File: config.mk
export PLATFORM = sky130hd
export DESIGN_NAME = memory_test_sequencer_core
export DESIGN_NICKNAME = d
export VERILOG_FILES = /design/src/hw/rtl/mts_pkg.sv /design/src/hw/rtl/mts_csr.sv /design/src/hw/rtl/mts_step.sv /design/src/hw/rtl/memory_test_sequencer_core.sv
export SDC_FILE = /design/constraint.sdc
export NUM_CORES = 1
export LEC_CHECK = 0
export BUFFER_PORTS_ARGS = -buffer_cell sky130_fd_sc_hd__buf_4
export CAP_MARGIN = 0
export CORE_MARGIN = 4
export CORE_UTILIZATION = 35
export DETAILED_ROUTE_END_ITERATION = 10
export PLACE_DENSITY_LB_ADDON = 0.05
export SYNTH_ARGS = -nofsm -noshare
export SYNTH_HDL_FRONTEND = slang
export SYNTH_SLANG_ARGS = --single-unit
File: constraint.sdc
create_clock -name clock -period 8.1 [get_ports clock]
set_input_delay 0.81 -clock clock [delete_from_list [all_inputs] [get_ports clock]]
set_output_delay 0.81 -clock clock [all_outputs]
set_load 0.01 [all_outputs]
File: src/hw/rtl/mts_pkg.sv
// Shared types and constants for the memory test sequencer.
`default_nettype none

package mts_pkg;

   localparam int OFFSET_BITS = 16;
   localparam int COUNT_BITS  = OFFSET_BITS + 1;
   localparam int WORD_BITS   = 32;
   localparam int ADDR_BITS   = 32;
   localparam int INDEX_BITS  = 2;
   localparam int CSR_BITS    = 32;

   localparam logic [WORD_BITS-1:0]  PATTERN      = 32'hAAAA_AAAA;
   localparam logic [WORD_BITS-1:0]  ANTI_PATTERN = 32'h5555_5555;
   localparam logic [COUNT_BITS-1:0] COUNT_MAX    = COUNT_BITS'(1) << OFFSET_BITS;

   localparam logic [INDEX_BITS-1:0] CSR_TEST_SELECT  = 2'd0;
   localparam logic [INDEX_BITS-1:0] CSR_BASE_ADDRESS = 2'd1;
   localparam logic [INDEX_BITS-1:0] CSR_WORD_COUNT   = 2'd2;

   localparam logic [1:0] TEST_DATA_BUS  = 2'd0;
   localparam logic [1:0] TEST_ADDR_BUS  = 2'd1;
   localparam logic [1:0] TEST_INTEGRITY = 2'd2;

   typedef enum logic [13:0] {
      PH_IDLE        = 14'b00000000000001,
      PH_DB_WRITE    = 14'b00000000000010,
      PH_DB_READ     = 14'b00000000000100,
      PH_AB_FILL     = 14'b00000000001000,
      PH_AB_ANTI0    = 14'b00000000010000,
      PH_AB_HIGH     = 14'b00000000100000,
      PH_AB_PAT0     = 14'b00000001000000,
      PH_AB_LOW_ANTI = 14'b00000010000000,
      PH_AB_LOW      = 14'b00000100000000,
      PH_AB_RESTORE  = 14'b00001000000000,
      PH_IN_FILL     = 14'b00010000000000,
      PH_IN_READ     = 14'b00100000000000,
      PH_IN_INVERT   = 14'b01000000000000,
      PH_IN_READ2    = 14'b10000000000000
   } phase_type;

   typedef struct packed {
      phase_type               phase;
      logic [COUNT_BITS-1:0]   sweep_offset;
      logic [OFFSET_BITS-1:0]  probe_offset;
      logic [WORD_BITS-1:0]    expected_word;
      logic                    read_pending;
      logic                    failure_seen;
      logic [OFFSET_BITS-1:0]  first_fail_offset;
      logic [WORD_BITS-1:0]    first_fail_word;
   } state_type;

   typedef struct packed {
      logic [1:0]              test_select;
      logic [ADDR_BITS-1:0]    base_address;
      logic [COUNT_BITS-1:0]   word_count;
   } cfg_type;

   typedef struct packed {
      logic                    access_valid;
      logic                    access_write;
      logic [ADDR_BITS-1:0]    access_address;
      logic [WORD_BITS-1:0]    write_data;
      logic                    busy_res;
      logic                    done_res;
      logic                    failed;
      logic [OFFSET_BITS-1:0]  fail_offset;
      logic [WORD_BITS-1:0]    fail_word;
   } result_type;

   localparam state_type STATE_RESET = '{
      phase:             PH_IDLE,
      sweep_offset:      '0,
      probe_offset:      '0,
      expected_word:     '0,
      read_pending:      1'b0,
      failure_seen:      1'b0,
      first_fail_offset: '0,
      first_fail_word:   '0
   };

endpackage

`default_nettype wire

File: src/hw/rtl/mts_csr.sv
// Configuration registers of the memory test sequencer.
`default_nettype none

module mts_csr (
   input  wire logic                           clock,
   input  wire logic                           reset,
   input  wire logic                           csr_we,
   input  wire logic [mts_pkg::INDEX_BITS-1:0] csr_index,
   input  wire logic [mts_pkg::CSR_BITS-1:0]   csr_wdata,
   output mts_pkg::cfg_type                    cfg
);
   import mts_pkg::*;

   cfg_type cfg_ff;
   cfg_type cfg_in;

   always_comb begin
      cfg_in = cfg_ff;
      if (csr_we) begin
         case (csr_index)
            CSR_TEST_SELECT:  cfg_in.test_select  = csr_wdata[1:0];
            CSR_BASE_ADDRESS: cfg_in.base_address = csr_wdata[ADDR_BITS-1:0];
            CSR_WORD_COUNT:   cfg_in.word_count   = csr_wdata[COUNT_BITS-1:0];
            default:          cfg_in = cfg_ff;
         endcase
      end
   end

   always_ff @(posedge clock) begin
      if (reset) begin
         cfg_ff.test_select  <= TEST_DATA_BUS;
         cfg_ff.base_address <= '0;
         cfg_ff.word_count   <= COUNT_MAX;
      end else begin
         cfg_ff <= cfg_in;
      end
   end

   assign cfg = cfg_ff;

endmodule

`default_nettype wire

File: src/hw/rtl/mts_step.sv
// Next-state and access logic for one step of the memory test sequencer.
`default_nettype none

module mts_step (
   input  wire mts_pkg::state_type            state,
   input  wire mts_pkg::cfg_type              cfg,
   input  wire logic                          start,
   input  wire logic [mts_pkg::WORD_BITS-1:0] read_data,
   output mts_pkg::state_type                 state_next,
   output mts_pkg::result_type                result
);
   import mts_pkg::*;

   function automatic state_type record_fail(input state_type s,
                                             input logic [OFFSET_BITS-1:0] off,
                                             input logic [WORD_BITS-1:0] rd);
      state_type r;
      r = s;
      if (!s.failure_seen) begin
         r.failure_seen      = 1'b1;
         r.first_fail_offset = off;
         r.first_fail_word   = rd;
      end
      return r;
   endfunction

   logic [COUNT_BITS-1:0] count;
   logic [COUNT_BITS-1:0] mask;

   always_comb begin
      if (cfg.word_count == '0) begin
         count = COUNT_BITS'(1);
      end else if (cfg.word_count > COUNT_MAX) begin
         count = COUNT_MAX;
      end else begin
         count = cfg.word_count;
      end
      mask = count - COUNT_BITS'(1);
   end

   state_type               nxt;
   logic                    fin;
   logic                    do_emit;
   logic                    acc_valid;
   logic                    acc_write;
   logic [COUNT_BITS-1:0]   acc_offset;
   logic [WORD_BITS-1:0]    acc_data;
   logic [COUNT_BITS-1:0]   step_next;
   logic [COUNT_BITS-1:0]   sweep_inc;
   logic [OFFSET_BITS-1:0]  probe_shift;

   always_comb begin
      nxt         = state;
      fin         = 1'b0;
      do_emit     = 1'b0;
      acc_valid   = 1'b0;
      acc_write   = 1'b0;
      acc_offset  = '0;
      acc_data    = '0;
      step_next   = '0;
      sweep_inc   = '0;
      probe_shift = '0;

      if (state.phase == PH_IDLE) begin
         nxt.phase        = PH_IDLE;
         nxt.read_pending = 1'b0;
         if (start) begin
            nxt.failure_seen      = 1'b0;
            nxt.first_fail_offset = '0;
            nxt.first_fail_word   = '0;
            nxt.probe_offset      = '0;
            case (cfg.test_select)
               TEST_DATA_BUS: begin
                  nxt.expected_word = WORD_BITS'(1);
                  nxt.sweep_offset  = '0;
                  nxt.phase         = PH_DB_WRITE;
               end
               TEST_ADDR_BUS: begin
                  nxt.sweep_offset = COUNT_BITS'(1);
                  nxt.phase        = mask[0] ? PH_AB_FILL : PH_AB_ANTI0;
               end
               TEST_INTEGRITY: begin
                  nxt.sweep_offset = '0;
                  nxt.phase        = PH_IN_FILL;
               end
               default: begin
                  fin       = 1'b1;
                  nxt.phase = PH_IDLE;
               end
            endcase
            do_emit = !fin;
         end
      end else begin
         if (state.read_pending) begin
            nxt.read_pending = 1'b0;
            case (state.phase)
               PH_DB_READ: begin
                  if (read_data != state.expected_word) begin
                     nxt       = record_fail(nxt, '0, read_data);
                     fin       = 1'b1;
                     nxt.phase = PH_IDLE;
                  end else begin
                     nxt.expected_word = {state.expected_word[WORD_BITS-2:0], 1'b0};
                     if (nxt.expected_word == '0) begin
                        fin       = 1'b1;
                        nxt.phase = PH_IDLE;
                     end else begin
                        nxt.phase = PH_DB_WRITE;
                     end
                  end
               end
               PH_AB_HIGH: begin
                  if (read_data != PATTERN) begin
                     nxt = record_fail(nxt, state.sweep_offset[OFFSET_BITS-1:0], read_data);
                  end
                  step_next = {state.sweep_offset[OFFSET_BITS-1:0], 1'b0};
                  if ((step_next & mask) != '0) begin
                     nxt.sweep_offset = step_next;
                  end else if (nxt.failure_seen) begin
                     fin       = 1'b1;
                     nxt.phase = PH_IDLE;
                  end else begin
                     nxt.phase = PH_AB_PAT0;
                  end
               end
               PH_AB_LOW: begin
                  if (read_data != PATTERN &&
                      state.sweep_offset != {1'b0, state.probe_offset}) begin
                     nxt = record_fail(nxt, state.sweep_offset[OFFSET_BITS-1:0], read_data);
                     nxt.phase = PH_AB_RESTORE;
                  end else begin
                     step_next = (state.sweep_offset == '0) ? COUNT_BITS'(1) :
                                 {state.sweep_offset[OFFSET_BITS-1:0], 1'b0};
                     if ((step_next & mask) != '0) begin
                        nxt.sweep_offset = step_next;
                     end else begin
                        nxt.phase = PH_AB_RESTORE;
                     end
                  end
               end
               PH_IN_READ: begin
                  if (read_data != state.expected_word) begin
                     nxt = record_fail(nxt, state.sweep_offset[OFFSET_BITS-1:0], read_data);
                  end
                  nxt.phase = PH_IN_INVERT;
               end
               PH_IN_READ2: begin
                  if (read_data != state.expected_word) begin
                     nxt = record_fail(nxt, state.sweep_offset[OFFSET_BITS-1:0], read_data);
                     fin       = 1'b1;
                     nxt.phase = PH_IDLE;
                  end else begin
                     nxt.sweep_offset = state.sweep_offset + COUNT_BITS'(1);
                     if (nxt.sweep_offset >= count) begin
                        fin       = 1'b1;
                        nxt.phase = PH_IDLE;
                     end
                  end
               end
               default: begin
                  nxt.read_pending = 1'b0;
               end
            endcase
         end
         do_emit = !fin;
      end

      if (do_emit) begin
         sweep_inc = nxt.sweep_offset + COUNT_BITS'(1);
         case (nxt.phase)
            PH_DB_WRITE: begin
               acc_valid = 1'b1;
               acc_write = 1'b1;
               acc_data  = nxt.expected_word;
               nxt.phase = PH_DB_READ;
            end
            PH_DB_READ: begin
               acc_valid        = 1'b1;
               nxt.read_pending = 1'b1;
            end
            PH_AB_FILL: begin
               acc_valid        = 1'b1;
               acc_write        = 1'b1;
               acc_offset       = nxt.sweep_offset;
               acc_data         = PATTERN;
               nxt.sweep_offset = {nxt.sweep_offset[OFFSET_BITS-1:0], 1'b0};
               if ((nxt.sweep_offset & mask) == '0) begin
                  nxt.phase = PH_AB_ANTI0;
               end
            end
            PH_AB_ANTI0: begin
               acc_valid        = 1'b1;
               acc_write        = 1'b1;
               acc_data         = ANTI_PATTERN;
               nxt.sweep_offset = COUNT_BITS'(1);
               nxt.phase        = mask[0] ? PH_AB_HIGH : PH_AB_PAT0;
            end
            PH_AB_HIGH, PH_AB_LOW: begin
               acc_valid         = 1'b1;
               acc_offset        = nxt.sweep_offset;
               nxt.expected_word = PATTERN;
               nxt.read_pending  = 1'b1;
            end
            PH_AB_PAT0: begin
               acc_valid        = 1'b1;
               acc_write        = 1'b1;
               acc_data         = PATTERN;
               nxt.probe_offset = OFFSET_BITS'(1);
               if (mask[0]) begin
                  nxt.phase = PH_AB_LOW_ANTI;
               end else begin
                  fin       = 1'b1;
                  nxt.phase = PH_IDLE;
               end
            end
            PH_AB_LOW_ANTI: begin
               acc_valid        = 1'b1;
               acc_write        = 1'b1;
               acc_offset       = {1'b0, nxt.probe_offset};
               acc_data         = ANTI_PATTERN;
               nxt.sweep_offset = '0;
               nxt.phase        = PH_AB_LOW;
            end
            PH_AB_RESTORE: begin
               acc_valid        = 1'b1;
               acc_write        = 1'b1;
               acc_offset       = {1'b0, nxt.probe_offset};
               acc_data         = PATTERN;
               probe_shift      = {nxt.probe_offset[OFFSET_BITS-2:0], 1'b0};
               nxt.probe_offset = probe_shift;
               if (nxt.failure_seen || (probe_shift & mask[OFFSET_BITS-1:0]) == '0) begin
                  fin       = 1'b1;
                  nxt.phase = PH_IDLE;
               end else begin
                  nxt.phase = PH_AB_LOW_ANTI;
               end
            end
            PH_IN_FILL: begin
               acc_valid        = 1'b1;
               acc_write        = 1'b1;
               acc_offset       = nxt.sweep_offset;
               acc_data         = WORD_BITS'(sweep_inc);
               nxt.sweep_offset = sweep_inc;
               if (sweep_inc >= count) begin
                  nxt.sweep_offset = '0;
                  nxt.phase        = PH_IN_READ;
               end
            end
            PH_IN_READ: begin
               acc_valid         = 1'b1;
               acc_offset        = nxt.sweep_offset;
               nxt.expected_word = WORD_BITS'(sweep_inc);
               nxt.read_pending  = 1'b1;
            end
            PH_IN_INVERT: begin
               acc_valid        = 1'b1;
               acc_write        = 1'b1;
               acc_offset       = nxt.sweep_offset;
               acc_data         = ~nxt.expected_word;
               nxt.sweep_offset = sweep_inc;
               if (nxt.failure_seen) begin
                  fin       = 1'b1;
                  nxt.phase = PH_IDLE;
               end else if (sweep_inc >= count) begin
                  nxt.sweep_offset = '0;
                  nxt.phase        = PH_IN_READ2;
               end else begin
                  nxt.phase = PH_IN_READ;
               end
            end
            PH_IN_READ2: begin
               acc_valid         = 1'b1;
               acc_offset        = nxt.sweep_offset;
               nxt.expected_word = ~WORD_BITS'(sweep_inc);
               nxt.read_pending  = 1'b1;
            end
            default: begin
               nxt.phase = PH_IDLE;
            end
         endcase
      end
   end

   always_comb begin
      state_next            = nxt;
      result.access_valid   = acc_valid;
      result.access_write   = acc_write;
      result.access_address = acc_valid ?
                              cfg.base_address + ADDR_BITS'(acc_offset) : '0;
      result.write_data     = acc_data;
      result.busy_res       = (nxt.phase != PH_IDLE);
      result.done_res       = fin;
      result.failed         = nxt.failure_seen;
      result.fail_offset    = nxt.first_fail_offset;
      result.fail_word      = nxt.first_fail_word;
   end

endmodule

`default_nettype wire

File: src/hw/rtl/memory_test_sequencer_core.sv
// Memory test sequencer: item register, step logic and result register.
// Each accepted item is held in the item register and its result in the result register.
// Throughput: one item per cycle while rsp_tready is high; the test state is updated as each item
// leaves the item register, so the next item sees it in the following cycle.
// Reset (synchronous): test idle, failure record cleared, configuration
// test_select 0, base_address 0, word_count 65536; no clearing pass.
`default_nettype none

module memory_test_sequencer_core (
   input  wire logic         clock,
   input  wire logic         reset,
   input  wire logic         req_tvalid,
   output logic              req_tready,
   input  wire logic [31:0]  req_tdata,   // read_data
   input  wire logic         req_tuser,   // operation
   output logic              rsp_tvalid,
   input  wire logic         rsp_tready,
   // access_valid, access_write, access_address, write_data, busy_res,
   // done_res, failed, fail_offset, fail_word, zero pad
   output logic [119:0]      rsp_tdata,
   input  wire logic         csr_we,
   input  wire logic [mts_pkg::INDEX_BITS-1:0] csr_index,
   input  wire logic [mts_pkg::CSR_BITS-1:0]   csr_wdata
);
   import mts_pkg::*;

   cfg_type    cfg;
   state_type  state_ff;
   state_type  state_in;
   result_type step_result;
   result_type rsp_ff;
   logic       rsp_valid_ff;
   logic       item_valid_ff;
   logic       item_start_ff;
   logic [WORD_BITS-1:0] item_data_ff;
   logic       step_go;

   mts_csr u_csr (
      .clock     (clock),
      .reset     (reset),
      .csr_we    (csr_we),
      .csr_index (csr_index),
      .csr_wdata (csr_wdata),
      .cfg       (cfg)
   );

   mts_step u_step (
      .state      (state_ff),
      .cfg        (cfg),
      .start      (item_start_ff),
      .read_data  (item_data_ff),
      .state_next (state_in),
      .result     (step_result)
   );

   assign step_go    = item_valid_ff && (!rsp_valid_ff || rsp_tready);
   assign req_tready = !item_valid_ff || step_go;

   always_ff @(posedge clock) begin
      if (reset) begin
         item_valid_ff <= 1'b0;
         item_start_ff <= 1'b0;
         rsp_valid_ff  <= 1'b0;
         state_ff      <= STATE_RESET;
      end else begin
         if (req_tvalid && req_tready) begin
            item_valid_ff <= 1'b1;
            item_start_ff <= req_tuser;
         end else if (step_go) begin
            item_valid_ff <= 1'b0;
         end
         if (step_go) begin
            state_ff     <= state_in;
            rsp_valid_ff <= 1'b1;
         end else if (rsp_tready) begin
            rsp_valid_ff <= 1'b0;
         end
      end
   end

   always_ff @(posedge clock) begin
      if (req_tvalid && req_tready) begin
         item_data_ff <= req_tdata[WORD_BITS-1:0];
      end
      if (step_go) begin
         rsp_ff <= step_result;
      end
   end

   assign rsp_tvalid = rsp_valid_ff;
   assign rsp_tdata  = {3'b000,
                        rsp_ff.fail_word,
                        rsp_ff.fail_offset,
                        rsp_ff.failed,
                        rsp_ff.done_res,
                        rsp_ff.busy_res,
                        rsp_ff.write_data,
                        rsp_ff.access_address,
                        rsp_ff.access_write,
                        rsp_ff.access_valid};

   a_done_not_busy: assert property (@(posedge clock) disable iff (reset)
      rsp_valid_ff && rsp_ff.done_res |-> !rsp_ff.busy_res)
      else $error("done reported while still busy");

   a_write_is_access: assert property (@(posedge clock) disable iff (reset)
      rsp_valid_ff && rsp_ff.access_write |-> rsp_ff.access_valid)
      else $error("write flagged without an access");

   a_idle_no_pending: assert property (@(posedge clock) disable iff (reset)
      state_ff.phase == PH_IDLE |-> !state_ff.read_pending)
      else $error("read pending while idle");

   a_state_holds: assert property (@(posedge clock) disable iff (reset)
      !$past(step_go) && !$past(reset) |-> $stable(state_ff))
      else $error("test state changed without a step");

endmodule

`default_nettype wire
---- Yosys cells after proc, flatten, opt, wreduce, memory -nomap -nowiden ----
Cells that the tools add are included.
cells by class
  $add $sub $neg .......................... 4
  multipliers ............................. 0
  div/mod/pow operators ................... 0
  $lt $le $gt $ge ......................... 3
  eq/ne operators ......................... 27
  shifts and indexed selects .............. 0
  mux-type cells .......................... 81
  bitwise logic cells ..................... 6
  reductions and logical operators ........ 34
operators with widths
  kind                                            count
  2-to-1 mux 129 bit                              5
  case mux 79 bit (5 select lines)                1
  2-to-1 mux 49 bit                               6
  case mux 49 bit (5 select lines)                1
  case mux 32 bit (5 select lines)                1
  2-to-1 mux 17 bit                               8
  case mux 14 bit (9 select lines)                1
  2-to-1 mux 48 bit                               2
  case mux 32 bit (3 select lines)                1
  2-to-1 mux 31 bit                               3
  case mux 17 bit (5 select lines)                1
  2-to-1 mux 14 bit                               6
  2-to-1 mux 80 bit                               1
  2-to-1 mux 79 bit                               1
  case mux 17 bit (2 select lines)                2
  2-to-1 mux 32 bit                               2
  AND 17 bit                                      3
  zero test 17 bit                                3
  case mux 14 bit (3 select lines)                1
  adder 17 x 1 -> 17 bit (second input constant)  2
  greater-or-equal comparator 17 bit              2
  nonzero test 17 bit                             2
  adder 32 x 17 -> 32 bit                         1
  inequality test 32 bit                          1
  46 further kinds                                98
word-level totals
  register bits ........................... 332
  bits in latches ......................... 0
  memory bits (writable) .................. 0
  ROM bits ................................ 0
  input port bits ......................... 72
  memories ................................ 0

---- Depth between registers and ports, before layout ----
Gate-level depths: netlist of the first run.
  word-level depth ........................ 18
  mapped depth ............................ 41

---- Modules after synthesis ----
A second synthesis of the first run with hierarchy kept.
unflattened totals
  cells, all modules ...................... 2461
  area, all modules ....................... 21549.4 sq um
modules (own cells, without submodules)
  module                      instances  cells each  area an instance (sq um)  seq. area each (sq um)
  mts_step                    1          1502        9750.6                    0.0
  memory_test_sequencer_core  1          755         9596.7                    7116.8
  mts_csr                     1          204         2202.1                    1021.0

---- Least setup slack after synthesis of the first run ----
OpenSTA, ideal clock, no wires.
  kind .................................... register -> register
  start ................................... register u_csr.cfg_ff (netlist bit u_csr.cfg[7])
  end ..................................... register rsp_ff (netlist bit rsp_tdata[22]) (data pin)
  setup time .............................. 257 ps
  arrival ................................. 7860 ps
  required time ........................... 7843 ps
  slack ................................... -17 ps
  stages on the path, launching flop included .. 41
  path buffers ............................ 5
  clock period less this slack ............ 8117 ps
  cells stage by stage .................... dfxtp_1 clkbuf_1 nor3_2 and4_1 buf_2 o21ai_1 ha_1 clkbuf_1 and2_1 a21o_1 a211oi_1 nand4b_1 a2111oi_2 and4_1 clkbuf_1 a21oi_1 o31a_1 or2_2 [5 not listed] o21ai_0 ha_1 inv_1 fa_1 nor2b_1 o21ai_0 a21boi_0 o21ai_0 a21boi_0 o21ai_0 nand2b_1 a21o_1 a21o_1 a31oi_1 o211ai_1 nand3_1 xor2_1 nor2_1
between the ends
  word-level cells in the longest chain between the ends .. 16
  elaborated cells between the ends (all ways) .. 52
ends and longest elaborated chain
  item                                                                              line                              text
  start, declared                                                                   mts_csr.sv:14                     cfg_type cfg_ff;
  start signal, assigned                                                            mts_csr.sv:35                     cfg_ff <= cfg_in;
  > comparator 17 bit                                                               mts_step.sv:33                    end else if (cfg.word_count > COUNT_MAX) begin
  2-to-1 mux 17 bit                                                                 mts_step.sv:33
  2-to-1 mux 17 bit (*)                                                             mts_step.sv:31                    if (cfg.word_count == '0) begin
  subtractor 17 x 1 -> 17 bit                                                       mts_step.sv:38                    mask = count - COUNT_BITS'(1);
  AND 17 bit                                                                        mts_step.sv:134                   if ((step_next & mask) != '0) begin
  nonzero test 17 bit                                                               mts_step.sv:134
  2-to-1 mux 14 bit                                                                 mts_step.sv:134
  2-to-1 mux 31 bit                                                                 mts_step.sv:127                   if (read_data != PATTERN &&
  case mux 79 bit (5 select lines)                                                  mts_step.sv:96                    case (state.phase)
  2-to-1 mux 129 bit                                                                mts_step.sv:94                    if (state.read_pending) begin
  2-to-1 mux 129 bit                                                                mts_step.sv:64                    if (state.phase == PH_IDLE) begin
  == test 14 x 4 -> 1 bit (tied with other cells)                                   mts_step.sv:170                   case (nxt.phase)
  OR reduction 7 bit (no source line) / OR reduction 2 bit (equally long branches)  n/a
  case mux 17 bit (2 select lines)                                                  mts_step.sv:170
  2-to-1 mux 17 bit                                                                 mts_step.sv:168                   if (do_emit) begin
  adder 32 x 17 -> 32 bit                                                           mts_step.sv:289                   cfg.base_address + ADDR_BITS'(acc_offset) : '0;
  end signal, assigned                                                              memory_test_sequencer_core.sv:86  rsp_ff <= step_result;
  end, declared                                                                     memory_test_sequencer_core.sv:31  result_type rsp_ff;
Mark *: on every way between the ends. The rest lies on a longest branch, timed or not. The select of a mux whose other input is x is not followed.
A chain may end at the register's enable or synchronous reset.

---- Final worst setup path of the first run ----
  start ................................... register u_csr.cfg_ff (netlist bit u_csr.cfg[12])
  end ..................................... register state_ff[99] in the netlist's numbering
between the ends
  word-level cells in the longest chain between the ends .. 17
  elaborated cells between the ends (all ways) .. 43
ends and longest elaborated chain
  item                                line                              text
  > comparator 17 bit                 mts_step.sv:33
  2-to-1 mux 17 bit                   mts_step.sv:33
  2-to-1 mux 17 bit (*)               mts_step.sv:31
  subtractor 17 x 1 -> 17 bit         mts_step.sv:38
  AND 17 bit                          mts_step.sv:134
  nonzero test 17 bit                 mts_step.sv:134
  2-to-1 mux 17 bit                   mts_step.sv:134
  2-to-1 mux 31 bit                   mts_step.sv:127
  case mux 79 bit (5 select lines)    mts_step.sv:96
  2-to-1 mux 129 bit                  mts_step.sv:94
  2-to-1 mux 129 bit                  mts_step.sv:64
  adder 17 x 1 -> 17 bit              mts_step.sv:169                   sweep_inc = nxt.sweep_offset + COUNT_BITS'(1);
  greater-or-equal comparator 17 bit  mts_step.sv:244, mts_step.sv:264
  2-to-1 mux 17 bit                   mts_step.sv:264                   end else if (sweep_inc >= count) begin
  2-to-1 mux 17 bit                   mts_step.sv:261                   if (nxt.failure_seen) begin
  case mux 17 bit (5 select lines)    mts_step.sv:170
  2-to-1 mux 80 bit (*)               mts_step.sv:168
  end signal, assigned                memory_test_sequencer_core.sv:73  state_ff <= state_in;
  end, declared                       memory_test_sequencer_core.sv:28  state_type state_ff;
Marks and branches as above.

==> results of run 1 <==
==> final cells by class <==
class	instances	area [um^2]	area share
Clock inverter	20	224.0	0.008984
Clock buffer	54	1095	0.04391
Sequential cell	332	8139	0.3265
Timing Repair Buffer	392	2979	0.1195
Multi-Input combinational cell	1851	11360	0.4557
Inverter	48	187.7	0.007528
Tap cell	756	945.9	0.03794
==> sequential cells by signal, summed over array words and instances, names as in the netlist <==
signal	flops
rsp_tvalid	1
item_valid_ff	1
item_start_ff	1
u_csr.cfg	51
item_data_ff	32
state_ff	129
rsp_tdata	117
==> layer usage <==
layer,track usage,part of all wire,vias to the layer above
li1,-,-,9263
met1,0.4292,0.47,9926
met2,0.4013,0.42,986
met3,0.05672,0.090,125
met4,0.06305,0.022,0
met5,0,0,-
==> stage by stage <==
stage / hold slack (ns) / util / worst slack [ns] / setup TNS (ns) / instances
after detailed placement: 0.4488 / 0.4130 / -0.2388 / -1.870 / 3372
after floorplan: 0.4366 / - / 0.006286 / 0 / 2391
after global routing: 0.3934 / 0.4404 / -0.04932 / -0.08863 / 3453
final: 0.4100 / 0.4404 / 0.2426 / 0 / 3453
after CTS: 0.3772 / 0.4366 / 0.04698 / 0 / 3448
after global placement: 0.4414 / 0.4130 / -0.07978 / -0.4202 / 3372
==> worst register-to-register path: cells and delay by family (launching register included) <==
kind / cells / cell delay, ns
compound gates: 15 / 3.47
buf+inv: 10 / 1.50
simple gates: 8 / 1.45
fa+ha+maj: 3 / 0.88
flops: 1 / 0.33
xor+xnor: 1 / 0.17
==> timing repair <==
action                                  4_1_cts  5_1_grt
pin swaps                                     2       21
endpoints found under the setup margin       14       38
resized for setup                             2       44
hold buffers                                  0        0
setup buffers                                 2        5
==> cell families after synthesis <==
family / after synthesis / share of synthesized area
XOR/XNOR: 105 / 0.04607
multiplexers: 38 / 0.01909
AND/OR/NAND/NOR: 1031 / 0.2520
buffers and inverters: 208 / 0.04191
AO/OA/AOI/OAI: 618 / 0.2011
flip-flops: 332 / 0.4044
other: 1 / 0.0001864
adder cells (fa/ha/maj): 56 / 0.03519
==> power breakdown <==
| part | total (W) | leakage [nW] | internal [W] | switching [W] |
|---|---|---|---|---|
| combinational | 0.000826 | 6.34 | 0.000310 | 0.000516 |
| clock | 0.00181 | 0.638 | 0.00106 | 0.000756 |
| sequential | 0.00188 | 2.97 | 0.00181 | 0.0000726 |
==> cell usage in the layout, fill, tap and decap left out, types with 19 or more instances in the layout <==
cell type	count
sky130_fd_sc_hd__a21oi_1	219
sky130_fd_sc_hd__and3_1	37
sky130_fd_sc_hd__clkbuf_16	41
sky130_fd_sc_hd__dfxtp_1	182
sky130_fd_sc_hd__nor2_1	146
sky130_fd_sc_hd__inv_1	46
sky130_fd_sc_hd__a22oi_1	22
sky130_fd_sc_hd__a22o_1	27
sky130_fd_sc_hd__nand3_1	90
sky130_fd_sc_hd__edfxtp_1	149
sky130_fd_sc_hd__nor4_1	32
sky130_fd_sc_hd__a211oi_1	24
sky130_fd_sc_hd__o21ai_0	112
sky130_fd_sc_hd__o211ai_1	28
sky130_fd_sc_hd__nor3_1	64
sky130_fd_sc_hd__buf_4	387
sky130_fd_sc_hd__xor2_1	65
sky130_fd_sc_hd__ha_1	52
sky130_fd_sc_hd__nand4_1	35
sky130_fd_sc_hd__mux2i_1	35
sky130_fd_sc_hd__xnor2_1	39
sky130_fd_sc_hd__or3_1	25
sky130_fd_sc_hd__nor2b_1	19
sky130_fd_sc_hd__nand2_1	449
sky130_fd_sc_hd__a21o_1	25
==> path summary, 6_finish.rpt <==
check	slack, ns	cells past startpoint	endpoint
max	0.24	37	state_ff[99]
min	0.41	1	item_data_ff[7]
max reg2reg	0.24	37	state_ff[99]
min reg2reg	0.46	2	state_ff[26]
==> impl_metrics.xml, run 1 <==
<?xml version="1.0" encoding="UTF-8"?>
<metrics>
  <group name="sta">
    <metric name="max_slew.worst_pin.slew" unit="ns">1.247</metric>
    <metric name="crit_share_post_route" unit="">0.9701</metric>
    <metric name="final_hold_viol_count" unit="">0</metric>
    <metric name="relSlewSlack" unit="">0.1684</metric>
    <metric name="time_the_worst_path_needs_with_i_o_delays_and_setup" unit="ns">7.857</metric>
    <metric name="timing.final.setup_violations" unit="">0</metric>
    <metric name="worst_setup_skew_after_layout" unit="ns">0.01632</metric>
    <metric name="final-max-slew-violation-count" unit="">0</metric>
    <metric name="peak_freq" unit="GHz">0.1273</metric>
  </group>
  <group name="synthesis">
    <metric name="yosys-top-cells-area" unit="">sky130_fd_sc_hd__edfxtp_1 22%, sky130_fd_sc_hd__dfxtp_1 18%, sky130_fd_sc_hd__nand2_1 8.4%, sky130_fd_sc_hd__a21oi_1 5.5%, sky130_fd_sc_hd__ha_1 3.4%</metric>
    <metric name="synth.top_cell.area_share" unit="">0.2223</metric>
    <metric name="post_synth_num_cell_types" unit="">108</metric>
    <metric name="synth_enable_flop_cells" unit="">149</metric>
    <metric name="synthMostInstantiatedCell" unit="">sky130_fd_sc_hd__nand2_1</metric>
    <metric name="synthFlopType" unit="">sky130_fd_sc_hd__dfxtp_1</metric>
    <metric name="syn-mean-instance-area" unit="um^2">8.423</metric>
    <metric name="postSynth.asyncResetShare" unit="">0</metric>
    <metric name="netlist_top_cells_count" unit="">449 x sky130_fd_sc_hd__nand2_1, 223 x sky130_fd_sc_hd__a21oi_1, 183 x sky130_fd_sc_hd__dfxtp_1</metric>
    <metric name="synth-seq-area-share" unit="">0.4044</metric>
    <metric name="netlist_instances" unit="">2389</metric>
    <metric name="yosysWarnings" unit="">0</metric>
    <metric name="netlist_area" unit="mm^2">0.02012</metric>
    <metric name="netlist.top_cell.by_area" unit="">sky130_fd_sc_hd__edfxtp_1</metric>
    <metric name="ys_seq_elements" unit="">332</metric>
  </group>
  <group name="floorplanning">
    <metric name="fp-row-count" unit="">87</metric>
    <metric name="fp.dieArea" unit="mm^2">0.06139</metric>
    <metric name="die_height" unit="um">247.8</metric>
    <metric name="initial_utilization" unit="">0.3555</metric>
    <metric name="dieWidth" unit="um">247.8</metric>
    <metric name="total_i_o_pin_count" unit="">194</metric>
    <metric name="core_area" unit="mm^2">0.05660</metric>
  </group>
  <group name="final_layout">
    <metric name="final.fill_count" unit="">5724</metric>
    <metric name="num-nets-final" unit="">2793</metric>
    <metric name="antennaDiodeCount" unit="">0</metric>
    <metric name="post_route_cells_drive_above_1_share" unit="">0.2039</metric>
    <metric name="area.growth.synth_to_final" unit="%">23.89</metric>
    <metric name="stdcell_area" unit="mm^2">0.02493</metric>
  </group>
  <group name="critical_path">
    <metric name="worst_setup_start_kind" unit="">flip-flop</metric>
    <metric name="critical_path_class" unit="">reg2reg</metric>
    <metric name="critical_path_buf_inv_count" unit="">10</metric>
    <metric name="slowest_library_cell_on_the_worst_path" unit="">sky130_fd_sc_hd__o211ai_1</metric>
    <metric name="r2r_start" unit="">u_csr.cfg[12]</metric>
    <metric name="kind_of_cell_with_the_highest_combined_delay_on_the_critical_path" unit="">compound AO/OA/AOI/OAI gates</metric>
    <metric name="slowest_delay" unit="ns">0.52</metric>
    <metric name="setup.worst_path.start" unit="">u_csr.cfg[12]</metric>
    <metric name="timing.critical_path.fanout_max" unit="">8</metric>
    <metric name="cpMostUsedCell" unit="">sky130_fd_sc_hd__buf_4</metric>
    <metric name="worst_setup_path_end_kind" unit="">flip-flop</metric>
    <metric name="worst-endpoint-required" unit="ns">8.60</metric>
    <metric name="critical_path_arrival" unit="ns">8.36</metric>
  </group>
  <group name="detailed_routing">
    <metric name="routed_wire_length_per_instance" unit="um">25.59</metric>
    <metric name="post-route-drc-count" unit="">0</metric>
    <metric name="dr.first_iter.drc_count" unit="">2259</metric>
    <metric name="routed-via-count" unit="">20300</metric>
    <metric name="via_per_inst" unit="">5.879</metric>
    <metric name="routed_wl" unit="mm">88.35</metric>
    <metric name="antenna_violating_nets_post_route" unit="">0</metric>
    <metric name="first_pass_iters" unit="">6</metric>
  </group>
  <group name="min_path">
    <metric name="start_point_of_the_worst_hold_path" unit="">req_tdata[7]</metric>
    <metric name="worst_hold_path_type" unit="">in2reg</metric>
  </group>
  <group name="grt">
    <metric name="grt_antenna_before_repair" unit="">1</metric>
    <metric name="grt_first_pass_wirelength" unit="mm">129.2</metric>
    <metric name="grt_start_max_net_pins" unit="">111</metric>
    <metric name="globalRoute.totalOverflow" unit="">0</metric>
    <metric name="grt.total_usage" unit="">0.2796</metric>
    <metric name="first_global_vias" unit="">19190</metric>
  </group>
  <group name="clocking">
    <metric name="clock-sinks" unit="">332</metric>
    <metric name="root_buffer" unit="">sky130_fd_sc_hd__clkbuf_16</metric>
    <metric name="cts_htree_levels" unit="">2</metric>
    <metric name="clk_pin_slew" unit="ns">0.06</metric>
    <metric name="clock_latency" unit="ns">0.57</metric>
    <metric name="cts-root-to-sink-buffers" unit="">3</metric>
    <metric name="cts-buffers-inserted" unit="">40</metric>
    <metric name="tritoncts" unit="">built</metric>
  </group>
  <group name="power_and_ir_drop">
    <metric name="p_leak" unit="nW">9.947</metric>
    <metric name="power_per_cell_area" unit="mW/mm^2">181.3</metric>
    <metric name="irDropWorstVdd" unit="mV">0.1299</metric>
    <metric name="totalPowerFinal" unit="W">0.004521</metric>
  </group>
  <group name="placement">
    <metric name="portBuffers" unit="">190</metric>
    <metric name="globalplace.congestion" unit="">1.019</metric>
    <metric name="post-dp-hpwl" unit="mm">66.27</metric>
    <metric name="dpl_cell_area" unit="mm^2">0.02338</metric>
  </group>
  <group name="run_status">
    <metric name="outcome" unit="">finished, final reports clean</metric>
  </group>
  <group name="flow_run">
    <metric name="cap_violations" unit="">0</metric>
  </group>
</metrics>
No activity file was read; power rests on OpenSTA's default activity.
==> run 2, diff against run 1 <==
- ABC_AREA: unset -> 1
- CORE_UTILIZATION: 35 -> 50
==> impl_metrics.xml, run 2 <==
<?xml version="1.0" encoding="UTF-8"?>
<metrics>
  <group name="final_layout">
    <metric name="largest_register_ffs" unit="">129</metric>
    <metric name="top_reg_by_flops" unit="">state_ff</metric>
    <metric name="area.growth.synth_to_final" unit="%">16.43</metric>
    <metric name="num-nets-final" unit="">3553</metric>
    <metric name="final.fill_count" unit="">4180</metric>
    <metric name="multi_input_area" unit="mm^2">0.01211</metric>
    <metric name="layout.cells.most_common" unit="">sky130_fd_sc_hd__nand2_1</metric>
    <metric name="regArea" unit="mm^2">0.008148</metric>
    <metric name="most-common-layout-cells" unit="">775 x sky130_fd_sc_hd__nand2_1, 418 x sky130_fd_sc_hd__inv_1, 370 x sky130_fd_sc_hd__o21ai_0</metric>
    <metric name="layout.cells.non_filler" unit="">4047</metric>
    <metric name="post_route_cells_drive_above_1_share" unit="">0.1439</metric>
  </group>
  <group name="clocking">
    <metric name="cts-buffers-inserted" unit="">38</metric>
    <metric name="clock_latency" unit="ns">0.58</metric>
    <metric name="clock-sinks" unit="">332</metric>
    <metric name="tritoncts" unit="">built</metric>
    <metric name="cts_htree_levels" unit="">2</metric>
    <metric name="root_buffer" unit="">sky130_fd_sc_hd__clkbuf_16</metric>
    <metric name="cts-root-to-sink-buffers" unit="">3</metric>
    <metric name="clk_pin_slew" unit="ns">0.06</metric>
  </group>
  <group name="detailed_routing">
    <metric name="via_per_inst" unit="">5.956</metric>
    <metric name="antenna_violating_nets_post_route" unit="">0</metric>
    <metric name="routed_wire_length_per_instance" unit="um">21.40</metric>
    <metric name="routed-via-count" unit="">24110</metric>
    <metric name="routed_wl" unit="mm">86.62</metric>
    <metric name="first_pass_iters" unit="">6</metric>
    <metric name="post-route-drc-count" unit="">0</metric>
    <metric name="dr.first_iter.drc_count" unit="">2765</metric>
  </group>
  <group name="placement">
    <metric name="post-dp-hpwl" unit="mm">64.61</metric>
    <metric name="portBuffers" unit="">190</metric>
    <metric name="globalplace.congestion" unit="">1.050</metric>
    <metric name="cell_count_after_placement" unit="">3973</metric>
  </group>
  <group name="grt">
    <metric name="grt.total_usage" unit="">0.3462</metric>
    <metric name="first_global_vias" unit="">22080</metric>
    <metric name="met3_usage" unit="">0.07336</metric>
    <metric name="layer_carrying_the_most_global_route_usage" unit="">met2</metric>
    <metric name="grt_start_max_net_pins" unit="">97</metric>
    <metric name="globalRoute.totalOverflow" unit="">0</metric>
    <metric name="grt.met1_usage" unit="">0.4628</metric>
    <metric name="grt_first_pass_wirelength" unit="mm">129.5</metric>
    <metric name="grt_use_met2" unit="">0.5552</metric>
    <metric name="grt_antenna_before_repair" unit="">0</metric>
  </group>
  <group name="synthesis">
    <metric name="synth_enable_flop_cells" unit="">149</metric>
    <metric name="netlist_area" unit="mm^2">0.02241</metric>
    <metric name="ys_seq_elements" unit="">332</metric>
    <metric name="synthFlopType" unit="">sky130_fd_sc_hd__dfxtp_1</metric>
    <metric name="synth.top_cell.area_share" unit="">0.1997</metric>
    <metric name="syn-mean-instance-area" unit="um^2">6.883</metric>
    <metric name="synthMostInstantiatedCell" unit="">sky130_fd_sc_hd__nand2_1</metric>
    <metric name="yosys-top-cells-area" unit="">sky130_fd_sc_hd__edfxtp_1 20%, sky130_fd_sc_hd__dfxtp_1 16%, sky130_fd_sc_hd__nand2_1 13%, sky130_fd_sc_hd__o21ai_0 8.4%, sky130_fd_sc_hd__inv_1 7.0%</metric>
    <metric name="netlist_instances" unit="">3256</metric>
    <metric name="netlist.top_cell.by_area" unit="">sky130_fd_sc_hd__edfxtp_1</metric>
    <metric name="post_synth_num_cell_types" unit="">65</metric>
    <metric name="synth-seq-area-share" unit="">0.3631</metric>
    <metric name="postSynth.asyncResetShare" unit="">0</metric>
    <metric name="netlist_top_cells_count" unit="">785 x sky130_fd_sc_hd__nand2_1, 418 x sky130_fd_sc_hd__inv_1, 374 x sky130_fd_sc_hd__o21ai_0</metric>
    <metric name="yosysWarnings" unit="">0</metric>
  </group>
  <group name="power_and_ir_drop">
    <metric name="irDropWorstVdd" unit="mV">0.1455</metric>
    <metric name="p_leak" unit="nW">11.69</metric>
    <metric name="power_per_cell_area" unit="mW/mm^2">179.7</metric>
    <metric name="totalPowerFinal" unit="W">0.004688</metric>
  </group>
  <group name="critical_path">
    <metric name="r2r_start" unit="">state_ff[98]</metric>
    <metric name="worst_setup_start_kind" unit="">flip-flop</metric>
    <metric name="slowest_library_cell_on_the_worst_path" unit="">sky130_fd_sc_hd__dfxtp_4</metric>
    <metric name="setup.worst_path.start" unit="">state_ff[98]</metric>
    <metric name="setup.reg_to_reg.worst_slack" unit="ns">0.59</metric>
    <metric name="slowest_delay" unit="ns">0.37</metric>
    <metric name="r2r_end" unit="">rsp_tdata[33]</metric>
    <metric name="critical_path.endpoint" unit="">rsp_tdata[33]</metric>
    <metric name="critical_path_arrival" unit="ns">7.83</metric>
    <metric name="timing.critical_path.fanout_max" unit="">13</metric>
    <metric name="cpMostUsedCell" unit="">sky130_fd_sc_hd__nand3_2</metric>
    <metric name="worst-endpoint-required" unit="ns">8.42</metric>
    <metric name="critical_path_class" unit="">reg2reg</metric>
    <metric name="r2r_cells" unit="">50</metric>
    <metric name="worst_setup_path_end_kind" unit="">flip-flop</metric>
  </group>
  <group name="flow_run">
    <metric name="cap_violations" unit="">0</metric>
  </group>
  <group name="sta">
    <metric name="final_hold_viol_count" unit="">0</metric>
    <metric name="peak_freq" unit="GHz">0.1332</metric>
    <metric name="max_slew.worst_pin.slew" unit="ns">1.053</metric>
    <metric name="worst_setup_skew_after_layout" unit="ns">0.03279</metric>
    <metric name="crit_share_post_route" unit="">0.9272</metric>
    <metric name="final-max-slew-violation-count" unit="">0</metric>
    <metric name="timing.final.setup_violations" unit="">0</metric>
    <metric name="time_the_worst_path_needs_with_i_o_delays_and_setup" unit="ns">7.510</metric>
    <metric name="relSlewSlack" unit="">0.2891</metric>
  </group>
  <group name="min_path">
    <metric name="worst_hold_path_type" unit="">in2reg</metric>
    <metric name="start_point_of_the_worst_hold_path" unit="">req_tdata[22]</metric>
  </group>
  <group name="floorplanning">
    <metric name="core_area" unit="mm^2">0.04422</metric>
    <metric name="fp-row-count" unit="">77</metric>
    <metric name="die_height" unit="um">219.7</metric>
    <metric name="total_i_o_pin_count" unit="">194</metric>
    <metric name="fp.dieArea" unit="mm^2">0.04827</metric>
    <metric name="initial_utilization" unit="">0.5068</metric>
    <metric name="dieWidth" unit="um">219.7</metric>
  </group>
  <group name="run_status">
    <metric name="outcome" unit="">finished, final reports clean</metric>
  </group>
</metrics>
run 2: final cells by class:
class,instances,share of cell area
repair buffers,287,0.08257
diodes,1,0.00009590
well taps,592,0.02839
clock buffers,52,0.04081
inverters,447,0.06459
flip-flops and latches,332,0.3123
multi-input cells,2319,0.4641
clock inverters,17,0.007193
run 2: logic make-up after synthesis:
family,count (synthesis),share of synthesized area
adders and majority gates,56,0.03160
other,1,0.0001673
xor gates and xnor gates,54,0.02110
DFF,332,0.3631
AOI/OAI and AO/OA,807,0.2036
and+or+nand+nor,1399,0.2743
buffers and inverters,607,0.1061
run 2: how the worst min path moves through the flow:
stage                             endpoint  slack (ns)  cells after the start
final                     item_data_ff[22]        0.41                      1
after global routing      item_data_ff[20]        0.39                      1
after CTS                 item_data_ff[16]        0.39                      1
after detailed placement      state_ff[89]        0.48                      2
after global placement        u_csr.cfg[0]        0.48                      2
after floorplan               u_csr.cfg[0]        0.44                      2
run 2: power by group:
| part | switching, W | total (W) | leakage [nW] | internal (W) |
|---|---|---|---|---|
| Sequential | 0.0000743 | 0.00193 | 2.95 | 0.00186 |
| Combinational | 0.000706 | 0.00102 | 8.13 | 0.000317 |
| Clock | 0.000712 | 0.00174 | 0.608 | 0.00102 |
| Total | 0.00149 | 0.00469 | 11.7 | 0.00320 |
run 2: what timing repair did:
| item | in CTS | in global routing |
|---|---|---|
| resized for setup | 0 | 56 |
| endpoints found under the setup margin | 0 | 22 |
| hold buffers | 0 | 0 |
| setup buffers | 0 | 4 |
run 2: through the flow:
step	setup slack [ns]	hold slack [ns]	utilization	setup TNS (ns)	instance area, um^2
floorplan	0.7392	0.4445	-	0	22420
global placement	0.2988	0.4770	0.5563	0	24600
detailed placement	0.01864	0.4813	0.5563	0	24600
CTS	0.01643	0.3891	0.5847	0	25850
global route	-0.06002	0.3927	0.5900	-0.1043	26090
finish	0.5898	0.4092	0.5900	0	26090
run 2: critical path: cells and delay by family (launching register included):
| kind | cells | cell delay (ns) |
|---|---|---|
| compound gates | 11 | 1.66 |
| buf+inv | 5 | 0.57 |
| xor+xnor | 2 | 0.25 |
| simple gates | 29 | 3.58 |
| flops | 1 | 0.37 |
| fa+ha+maj | 3 | 0.81 |
run 2: per-layer routing:
metal	up-vias	share of wire
met5	-	0
met4	0	0.045
met3	256	0.10
met2	1283	0.45
met1	11330	0.40
li1	11240	-
